--- config.mk ---
export PLATFORM = sky130hd
export DESIGN_NAME = string_to_integer_parser
export DESIGN_NICKNAME = d
export VERILOG_FILES = /design/src/design/strint_pkg.sv /design/src/design/strint_digit.sv /design/src/design/string_to_integer_parser.sv
export SDC_FILE = /design/constraint.sdc
export NUM_CORES = 2
export LEC_CHECK = 0
export BUFFER_PORTS_ARGS = -buffer_cell sky130_fd_sc_hd__clkbuf_2
export CAP_MARGIN = 20
export CORE_MARGIN = 8
export CORE_UTILIZATION = 41
export CTS_CLUSTER_SIZE = 12
export DETAILED_ROUTE_END_ITERATION = 16
export PLACE_DENSITY = 0.6
export RECOVER_POWER = 25
export REMOVE_ABC_BUFFERS = 1
export SLEW_MARGIN = 10
export SYNTH_ARGS = -nofsm -noshare
export SYNTH_HDL_FRONTEND = slang
export SYNTH_SLANG_ARGS = --single-unit
--- constraint.sdc ---
create_clock -name clk_i -period 19.3 [get_ports clk_i]
set_input_delay 2.895 -clock clk_i [delete_from_list [all_inputs] [get_ports clk_i]]
set_output_delay 2.895 -clock clk_i [all_outputs]
set_load 0.01 [all_outputs]
--- src/design/strint_pkg.sv ---
// Shared types and character constants of the string-to-integer parser.
`default_nettype none

package strint_pkg;

  typedef struct packed {
    logic [7:0] ch;
    logic       first;
  } in_t;

  typedef struct packed {
    logic signed [63:0] value;
    logic [15:0]        consumed;
    logic               digits_found;
    logic               overflow;
  } out_t;

  localparam logic [5:0] BASE_AUTO = 6'd0;
  localparam logic [5:0] BASE_OCT  = 6'd8;
  localparam logic [5:0] BASE_DEC  = 6'd10;
  localparam logic [5:0] BASE_HEX  = 6'd16;

  localparam logic [7:0] CH_TAB     = 8'd9;
  localparam logic [7:0] CH_CR      = 8'd13;
  localparam logic [7:0] CH_SPACE   = 8'd32;
  localparam logic [7:0] CH_PLUS    = 8'h2B;
  localparam logic [7:0] CH_MINUS   = 8'h2D;
  localparam logic [7:0] CH_ZERO    = 8'h30;
  localparam logic [7:0] CH_NINE    = 8'h39;
  localparam logic [7:0] CH_UPPER_A = 8'h41;
  localparam logic [7:0] CH_UPPER_X = 8'h58;
  localparam logic [7:0] CH_UPPER_Z = 8'h5A;
  localparam logic [7:0] CH_LOWER_A = 8'h61;
  localparam logic [7:0] CH_LOWER_X = 8'h78;
  localparam logic [7:0] CH_LOWER_Z = 8'h7A;

  // Letter offsets: 'A' - 10 and 'a' - 10
  localparam logic [7:0] UPPER_OFS = 8'd55;
  localparam logic [7:0] LOWER_OFS = 8'd87;

endpackage

`default_nettype wire

--- src/design/strint_digit.sv ---
// Digit decode and saturating multiply-add of the magnitude by the base.
`default_nettype none

module strint_digit #(
  parameter int VALUE_WIDTH = 64
) (
  input  wire logic [7:0]             ch_i,
  input  wire logic [5:0]             base_i,
  input  wire logic [VALUE_WIDTH-1:0] acc_i,
  input  wire logic                   neg_i,
  output      logic                   digit_ok_o,
  output      logic [VALUE_WIDTH-1:0] acc_o,
  output      logic                   ovf_o
);

  localparam int MW = VALUE_WIDTH + 7;

  logic [7:0]    raw;
  logic          is_char;
  logic [5:0]    digit;
  logic [MW-1:0] mac;
  logic [MW-1:0] lim;

  always_comb begin
    raw     = 8'd0;
    is_char = 1'b0;
    if (ch_i >= strint_pkg::CH_ZERO && ch_i <= strint_pkg::CH_NINE) begin
      raw     = ch_i - strint_pkg::CH_ZERO;
      is_char = 1'b1;
    end else if (ch_i >= strint_pkg::CH_UPPER_A && ch_i <= strint_pkg::CH_UPPER_Z) begin
      raw     = ch_i - strint_pkg::UPPER_OFS;
      is_char = 1'b1;
    end else if (ch_i >= strint_pkg::CH_LOWER_A && ch_i <= strint_pkg::CH_LOWER_Z) begin
      raw     = ch_i - strint_pkg::LOWER_OFS;
      is_char = 1'b1;
    end
    digit      = raw[5:0];
    digit_ok_o = is_char && (digit < base_i);
  end

  // acc * base + digit > lim is the same test as acc > (lim - digit) / base
  always_comb begin
    lim   = (MW'(1) << (VALUE_WIDTH - 1)) - (neg_i ? MW'(0) : MW'(1));
    mac   = MW'(acc_i) * MW'(base_i) + MW'(digit);
    ovf_o = mac > lim;
    acc_o = ovf_o ? lim[VALUE_WIDTH-1:0] : mac[VALUE_WIDTH-1:0];
  end

endmodule

`default_nettype wire

--- src/design/string_to_integer_parser.sv ---
// Top level of the string-to-integer parser: input stage, parse state and result stage.
`default_nettype none

// Parses a signed integer from a stream of characters, one character per transfer, in
// the radix held by the base register (0 selects detection from a 0x or 0 prefix). A
// transfer with first set starts a new string; the first character that is not part of
// the number produces one result, and characters after it are dropped until the next
// first. The block takes one character every cycle while no result waits for the
// receiver; a result is presented after the stopping character passes the input
// register and then the result register, which takes the signed magnitude and count.
// While a result waits for the receiver the parse state holds and the input register
// takes at most one more character, so input stalls until the result is taken.
// Write the base only while no string is being parsed.
module string_to_integer_parser #(
  parameter int VALUE_WIDTH = 64,
  parameter int COUNT_WIDTH = 16
) (
  input  wire logic              clk_i,
  input  wire logic              rst_ni,
  input  wire logic              in_valid_i,
  output      logic              in_ready_o,
  input  wire strint_pkg::in_t   in_data_i,
  output      logic              out_valid_o,
  input  wire logic              out_ready_i,
  output      strint_pkg::out_t  out_data_o,
  input  wire logic              cfg_valid_i,
  output      logic              cfg_ready_o,
  input  wire logic [5:0]        cfg_data_i
);

  typedef enum logic [2:0] {
    PH_IDLE,
    PH_WS,
    PH_PRE,
    PH_ZERO,
    PH_DIGITS
  } phase_e;

  localparam logic [63:0] VAL_MAX = (64'd1 << (VALUE_WIDTH - 1)) - 64'd1;
  localparam logic [63:0] VAL_MIN = ~VAL_MAX;

  strint_pkg::in_t  in_q;
  logic             in_valid_q;
  strint_pkg::out_t out_q, out_d;
  logic             out_valid_q;
  logic [5:0]       cfg_base_q;

  phase_e                 phase_q, phase_d;
  logic                   neg_q, neg_d;
  logic [VALUE_WIDTH-1:0] acc_q, acc_d;
  logic [5:0]             base_q, base_d;
  logic                   any_q, any_d;
  logic                   ovf_q, ovf_d;
  logic [COUNT_WIDTH-1:0] cnt_q, cnt_d;

  phase_e                 cur_phase;
  logic                   cur_neg, cur_any, cur_ovf;
  logic [VALUE_WIDTH-1:0] cur_acc;
  logic [5:0]             cur_base, base_use;
  logic [COUNT_WIDTH-1:0] cur_cnt, cnt_inc;
  logic                   any_use, take_digit, emit;
  logic                   is_ws, is_sign, pre_zero, is_x;
  logic                   advance;

  logic                   digit_ok, mac_ovf;
  logic [VALUE_WIDTH-1:0] mac_acc;
  logic [VALUE_WIDTH-1:0] signed_mag;
  logic [31:0]            cnt_ext;

  assign advance     = in_valid_q && (!out_valid_q || out_ready_i);
  assign in_ready_o  = !in_valid_q || advance;
  assign out_valid_o = out_valid_q;
  assign out_data_o  = out_q;
  assign cfg_ready_o = 1'b1;

  strint_digit #(
    .VALUE_WIDTH(VALUE_WIDTH)
  ) u_digit (
    .ch_i       (in_q.ch),
    .base_i     (base_use),
    .acc_i      (cur_acc),
    .neg_i      (cur_neg),
    .digit_ok_o (digit_ok),
    .acc_o      (mac_acc),
    .ovf_o      (mac_ovf)
  );

  always_comb begin
    // a first character restarts the parse from a clean state
    cur_phase = in_q.first ? PH_WS : phase_q;
    cur_neg   = in_q.first ? 1'b0 : neg_q;
    cur_acc   = in_q.first ? '0 : acc_q;
    cur_base  = in_q.first ? cfg_base_q : base_q;
    cur_any   = in_q.first ? 1'b0 : any_q;
    cur_ovf   = in_q.first ? 1'b0 : ovf_q;
    cur_cnt   = in_q.first ? '0 : cnt_q;
    cnt_inc   = (cur_cnt == '1) ? cur_cnt : cur_cnt + COUNT_WIDTH'(1);

    is_ws    = (in_q.ch == strint_pkg::CH_SPACE) ||
               (in_q.ch >= strint_pkg::CH_TAB && in_q.ch <= strint_pkg::CH_CR);
    is_sign  = (in_q.ch == strint_pkg::CH_MINUS) || (in_q.ch == strint_pkg::CH_PLUS);
    pre_zero = ((cur_base == strint_pkg::BASE_AUTO) || (cur_base == strint_pkg::BASE_HEX)) &&
               (in_q.ch == strint_pkg::CH_ZERO);
    is_x     = (in_q.ch == strint_pkg::CH_LOWER_X) || (in_q.ch == strint_pkg::CH_UPPER_X);

    phase_d    = cur_phase;
    neg_d      = cur_neg;
    acc_d      = cur_acc;
    base_d     = cur_base;
    any_d      = cur_any;
    ovf_d      = cur_ovf;
    cnt_d      = cur_cnt;
    base_use   = cur_base;
    any_use    = cur_any;
    take_digit = 1'b0;
    emit       = 1'b0;

    unique case (cur_phase)
      PH_IDLE: begin
        phase_d = PH_IDLE;
      end
      PH_WS, PH_PRE: begin
        if (cur_phase == PH_WS && is_ws) begin
          cnt_d = cnt_inc;
        end else if (cur_phase == PH_WS && is_sign) begin
          neg_d   = (in_q.ch == strint_pkg::CH_MINUS);
          cnt_d   = cnt_inc;
          phase_d = PH_PRE;
        end else if (pre_zero) begin
          cnt_d   = cnt_inc;
          phase_d = PH_ZERO;
        end else begin
          base_use   = (cur_base == strint_pkg::BASE_AUTO) ? strint_pkg::BASE_DEC : cur_base;
          take_digit = 1'b1;
        end
      end
      PH_ZERO: begin
        if (is_x) begin
          base_d  = strint_pkg::BASE_HEX;
          cnt_d   = cnt_inc;
          phase_d = PH_DIGITS;
        end else begin
          // the leading zero counts as a digit
          base_use   = (cur_base == strint_pkg::BASE_AUTO) ? strint_pkg::BASE_OCT : cur_base;
          any_use    = 1'b1;
          take_digit = 1'b1;
        end
      end
      PH_DIGITS: begin
        take_digit = 1'b1;
      end
      default: begin
        phase_d = PH_IDLE;
      end
    endcase

    if (take_digit) begin
      base_d  = base_use;
      any_d   = any_use;
      phase_d = PH_DIGITS;
      if (!digit_ok) begin
        emit    = 1'b1;
        phase_d = PH_IDLE;
      end else begin
        cnt_d = cnt_inc;
        any_d = 1'b1;
        // hold the saturated value once overflow is seen
        if (!cur_ovf) begin
          acc_d = mac_acc;
          ovf_d = mac_ovf;
        end
      end
    end

    signed_mag = cur_neg ? (~cur_acc + VALUE_WIDTH'(1)) : cur_acc;
    cnt_ext    = 32'(cur_cnt);
    out_d.value        = 64'($signed(signed_mag));
    out_d.consumed     = !any_use ? 16'd0 :
                         (cnt_ext > 32'h0000_FFFF) ? 16'hFFFF : cnt_ext[15:0];
    out_d.digits_found = any_use;
    out_d.overflow     = cur_ovf;
  end

  always_ff @(posedge clk_i or negedge rst_ni) begin
    if (!rst_ni) begin
      in_valid_q  <= 1'b0;
      out_valid_q <= 1'b0;
      cfg_base_q  <= strint_pkg::BASE_AUTO;
      phase_q     <= PH_IDLE;
      neg_q       <= 1'b0;
      acc_q       <= '0;
      base_q      <= strint_pkg::BASE_AUTO;
      any_q       <= 1'b0;
      ovf_q       <= 1'b0;
      cnt_q       <= '0;
    end else begin
      if (cfg_valid_i && cfg_ready_o) begin
        cfg_base_q <= cfg_data_i;
      end
      if (in_valid_i && in_ready_o) begin
        in_valid_q <= 1'b1;
      end else if (advance) begin
        in_valid_q <= 1'b0;
      end
      if (advance && emit) begin
        out_valid_q <= 1'b1;
      end else if (out_ready_i) begin
        out_valid_q <= 1'b0;
      end
      if (advance) begin
        phase_q <= phase_d;
        neg_q   <= neg_d;
        acc_q   <= acc_d;
        base_q  <= base_d;
        any_q   <= any_d;
        ovf_q   <= ovf_d;
        cnt_q   <= cnt_d;
      end
    end
  end

  // payload stages
  always_ff @(posedge clk_i) begin
    if (in_valid_i && in_ready_o) begin
      in_q <= in_data_i;
    end
    if (advance && emit) begin
      out_q <= out_d;
    end
  end

  assert property (@(posedge clk_i) disable iff (!rst_ni)
    out_valid_o && !out_data_o.digits_found |->
      out_data_o.consumed == 16'd0 && out_data_o.value == 64'sd0 && !out_data_o.overflow)
    else $error("result without digits carries a value, count or overflow");

  assert property (@(posedge clk_i) disable iff (!rst_ni)
    out_valid_o && out_data_o.overflow |->
      (out_data_o.value == VAL_MAX) || (out_data_o.value == VAL_MIN))
    else $error("overflowed result is not saturated");

  assert property (@(posedge clk_i) disable iff (!rst_ni)
    advance && emit |=> phase_q == PH_IDLE && out_valid_o)
    else $error("parse did not close after its result");

endmodule

`default_nettype wire

==> run_results.csv <==
group,metric,value,unit
clocking,h-tree-depth,4,
timing,setup_tns,0,ns
timing,min_period,15.10,ns
critical_path,cp_slowest_cell,"clkbuf_1",
run,maxCapViolations,4,
timing,hold_viol,0,
grt,antenna_found_initial,2,
floorplan,fp.dieW,262.8,microns
synth,synth.distinct_cells,86,
critical_path,worst_path_largest_cell_delay,2.01,ns
final_layout,fill_cells,5902,
detailed_routing,antenna_left,0,
critical_path,r2r_start,"in_q[0]$_DFFE_PP_",
floorplan,start_util,0.4146,
grt,grt_max_degree,72,
clocking,cts_setup_buffers,0,
clocking,cts_tree,"done",
critical_path,critical_path_required,19.65,ns
critical_path,path_depth,44,
min_path,worstHoldPathType,"flip-flop to flip-flop",
critical_path,crit_type,"flip-flop to flip-flop",
critical_path,critPathArrivalTime,15.46,ns
timing,rsz0062_at_grt,"no",
critical_path,crit_path_end_kind,"flip-flop",
clocking,worstSkewPairLatency,0.52,ns
grt,gr-total-overflow,0,
status,status,"finished with violations",
floorplan,die_h,262.8,microns
synth,yosysWarningCount,0,
critical_path,path_max_fanout,51,
final_layout,utilization,0.4420,
clocking,ctsHoldBuffers,0,
critical_path,r2r-end,"acc_q[47]$_DFFE_PN0P_",
floorplan,die_area,69070,sq um
critical_path,startpoint,"in_q[0]$_DFFE_PP_",
power,ir_drop,0.06269,mV
detailed_routing,route.detailed.wl_per_inst,21.94,microns
floorplan,core_area,60250,sq um
detailed_routing,via_per_inst,5.880,
timing,slew-limit-headroom,-1.430,
critical_path,crit_buf_inv,9,
placement,gp_congestion,0.9456,
placement,portBuffers,103,
critical_path,ff2ff_setup_slack,4.20,ns
timing,post-route-period-util,0.7826,
power,powerDensity,79.30,nW/um^2
timing,hold_slack,0.4984,ns
detailed_routing,drc,0,
timing,setup_viol,0,
clocking,clk_pin_slew_worst_paths,0.08,ns
power,p_leak,12.85,nW
synth,synth-seq-area-share,0.2096,
grt,grt_pass1_wl,127400,microns
detailed_routing,drt_first_pass_iters,7,
synth,synth-seq-cells,191,
synth,synthArstFlopShare,0.5236,
final_layout,n_antenna_cell,0,
clocking,numCtsBuffers,17,
grt,grtUsageTotal,0.2306,
final_layout,final_cell_mix,"nand2_1 (340), fa_1 (252), ha_1 (230)",
timing,maxSlewViolCount,171,
status,failed_checks,"capacitance limit, slew limit",
timing,tightestPinTransition,3.645,ns
critical_path,startpoint_type,"flip-flop",
clocking,cts-resized-gates,0,
timing,fmax,0.06621,GHz
placement,hpwl,60300,microns
critical_path,rr_worst_depth,44,
synth,syn_inst,2866,
synth,yosys_most_used_dff,"dfrtp_1",
final_layout,drive_gt1_frac,0.07110,
critical_path,crit_family,"buffers and inverters",
critical_path,crit_end,"acc_q[47]$_DFFE_PN0P_",
clocking,cts_buffer_depth,2,
detailed_routing,drt-initial-drc-count,1596,
clocking,cts_root_buf,"clkbuf_16",
floorplan,std_cell_rows,90,
detailed_routing,vias,21380,
clocking,clock_sinks,191,
synth,synth_edf_count,91,
final_layout,mostFrequentLayoutCell,"nand2_1",
floorplan,io_pins,105,
final_layout,syn2layout_area_growth,6.613,%
detailed_routing,wl,79800,microns
timing,fin_skew,0.02449,ns
final_layout,final_nets,3344,
grt,grt_pass1_vias,21950,
synth,syn-cell-area,24980,sq um
synth,syn_area_per_cell,8.714,sq um
## layer usage
metal	GRT usage	vias up	wire length [microns]	part of all wire
met3	0.03676	119	4768	0.060
met5	0	-	0	0
met2	0.3795	755	37540	0.47
li1	-	9833	-	-
met4	0.07788	0	2413	0.030
met1	0.3074	10680	35080	0.44
## registers in the layout, summed over array words and instances (netlist names)
name         cells
phase_q          3
any_q            1
in_valid_q       1
ovf_q            1
cnt_q           16
acc_q           64
in_q             9
cfg_base_q       6
out_data_o      82
out_valid_o      1
base_q           6
neg_q            1
## cell usage after synthesis, types with 12 or more instances
library cell,instances,area (sq um)
nand3_1,55,275.3
dfrtp_1,100,2502
a31oi_1,48,300.3
and2_1,199,1245
o21ai_1,15,75.07
nor3_1,38,190.2
fa_1,252,5045
nor2_1,172,645.6
edfxtp_1,91,2733
o21ai_0,174,870.8
or3_1,18,112.6
o21a_1,22,165.2
buf_2,22,110.1
xor2_1,59,516.8
a21oi_1,186,930.9
xnor2_1,41,359.1
nand2b_1,12,75.07
or4_1,15,112.6
clkbuf_1,143,536.8
a21o_1,35,262.8
nor2b_1,53,331.6
o31ai_1,23,172.7
and3_1,63,394.1
o21bai_1,19,142.6
nand2_1,340,1276
ha_1,230,2878
inv_1,198,743.2
nor4_1,18,112.6
nand4_1,45,281.5
## power breakdown
group / total (mW) / switching [mW] / internal [mW]
Combinational: 1.11 / 0.749 / 0.364
Sequential: 0.600 / 0.107 / 0.493
Clock: 0.398 / 0.210 / 0.189
## worst min-delay path by stage
stage               cells past startpoint                   from                    end  slack, ns
finish                                  1      any_q$_DFFE_PN0P_      any_q$_DFFE_PN0P_       0.50
global route                            1      any_q$_DFFE_PN0P_      any_q$_DFFE_PN0P_       0.51
CTS                                     1      any_q$_DFFE_PN0P_      any_q$_DFFE_PN0P_       0.50
detailed placement                      1      any_q$_DFFE_PN0P_      any_q$_DFFE_PN0P_       0.47
global placement                        1      any_q$_DFFE_PN0P_      any_q$_DFFE_PN0P_       0.46
floorplan                               2  base_q[3]$_DFFE_PN0P_  base_q[3]$_DFFE_PN0P_       0.45
## through the flow
step | power (mW) | setup slack (ns) | std cells | instance area [sq um]
after floorplan | 1.294 | 5.573 | 2686 | 24230
after global placement | 1.679 | 7.197 | 3602 | 25990
after detailed placement | 1.697 | 6.798 | 3602 | 25990
after CTS | 2.105 | 6.770 | 3634 | 26620
after global routing | 2.261 | 3.281 | 3637 | 26630
final | 2.112 | 4.196 | 3637 | 26630
## logic make-up after synthesis
family	after synthesis	synth area share
xor gates and xnor gates	100	0.03507
adders and majority gates	482	0.3172
AOI/OAI and AO/OA	638	0.1581
other	1	0.0001501
and+or+nand+nor	1053	0.2107
muxes	23	0.009819
DFF	191	0.2096
buffers and inverters	378	0.05942
## final cells by class
cell class	count	area [sq um]	area share
multi-input combinational	2297	18280	0.6866
sequential	191	5236	0.1967
tap	782	978.4	0.03675
timing repair buffer	137	755.7	0.02838
inverter	198	743.2	0.02791
clock buffer	17	425.4	0.01598
clock inverter	15	205.2	0.007706
No activity file was read; power rests on OpenSTA's default activity.
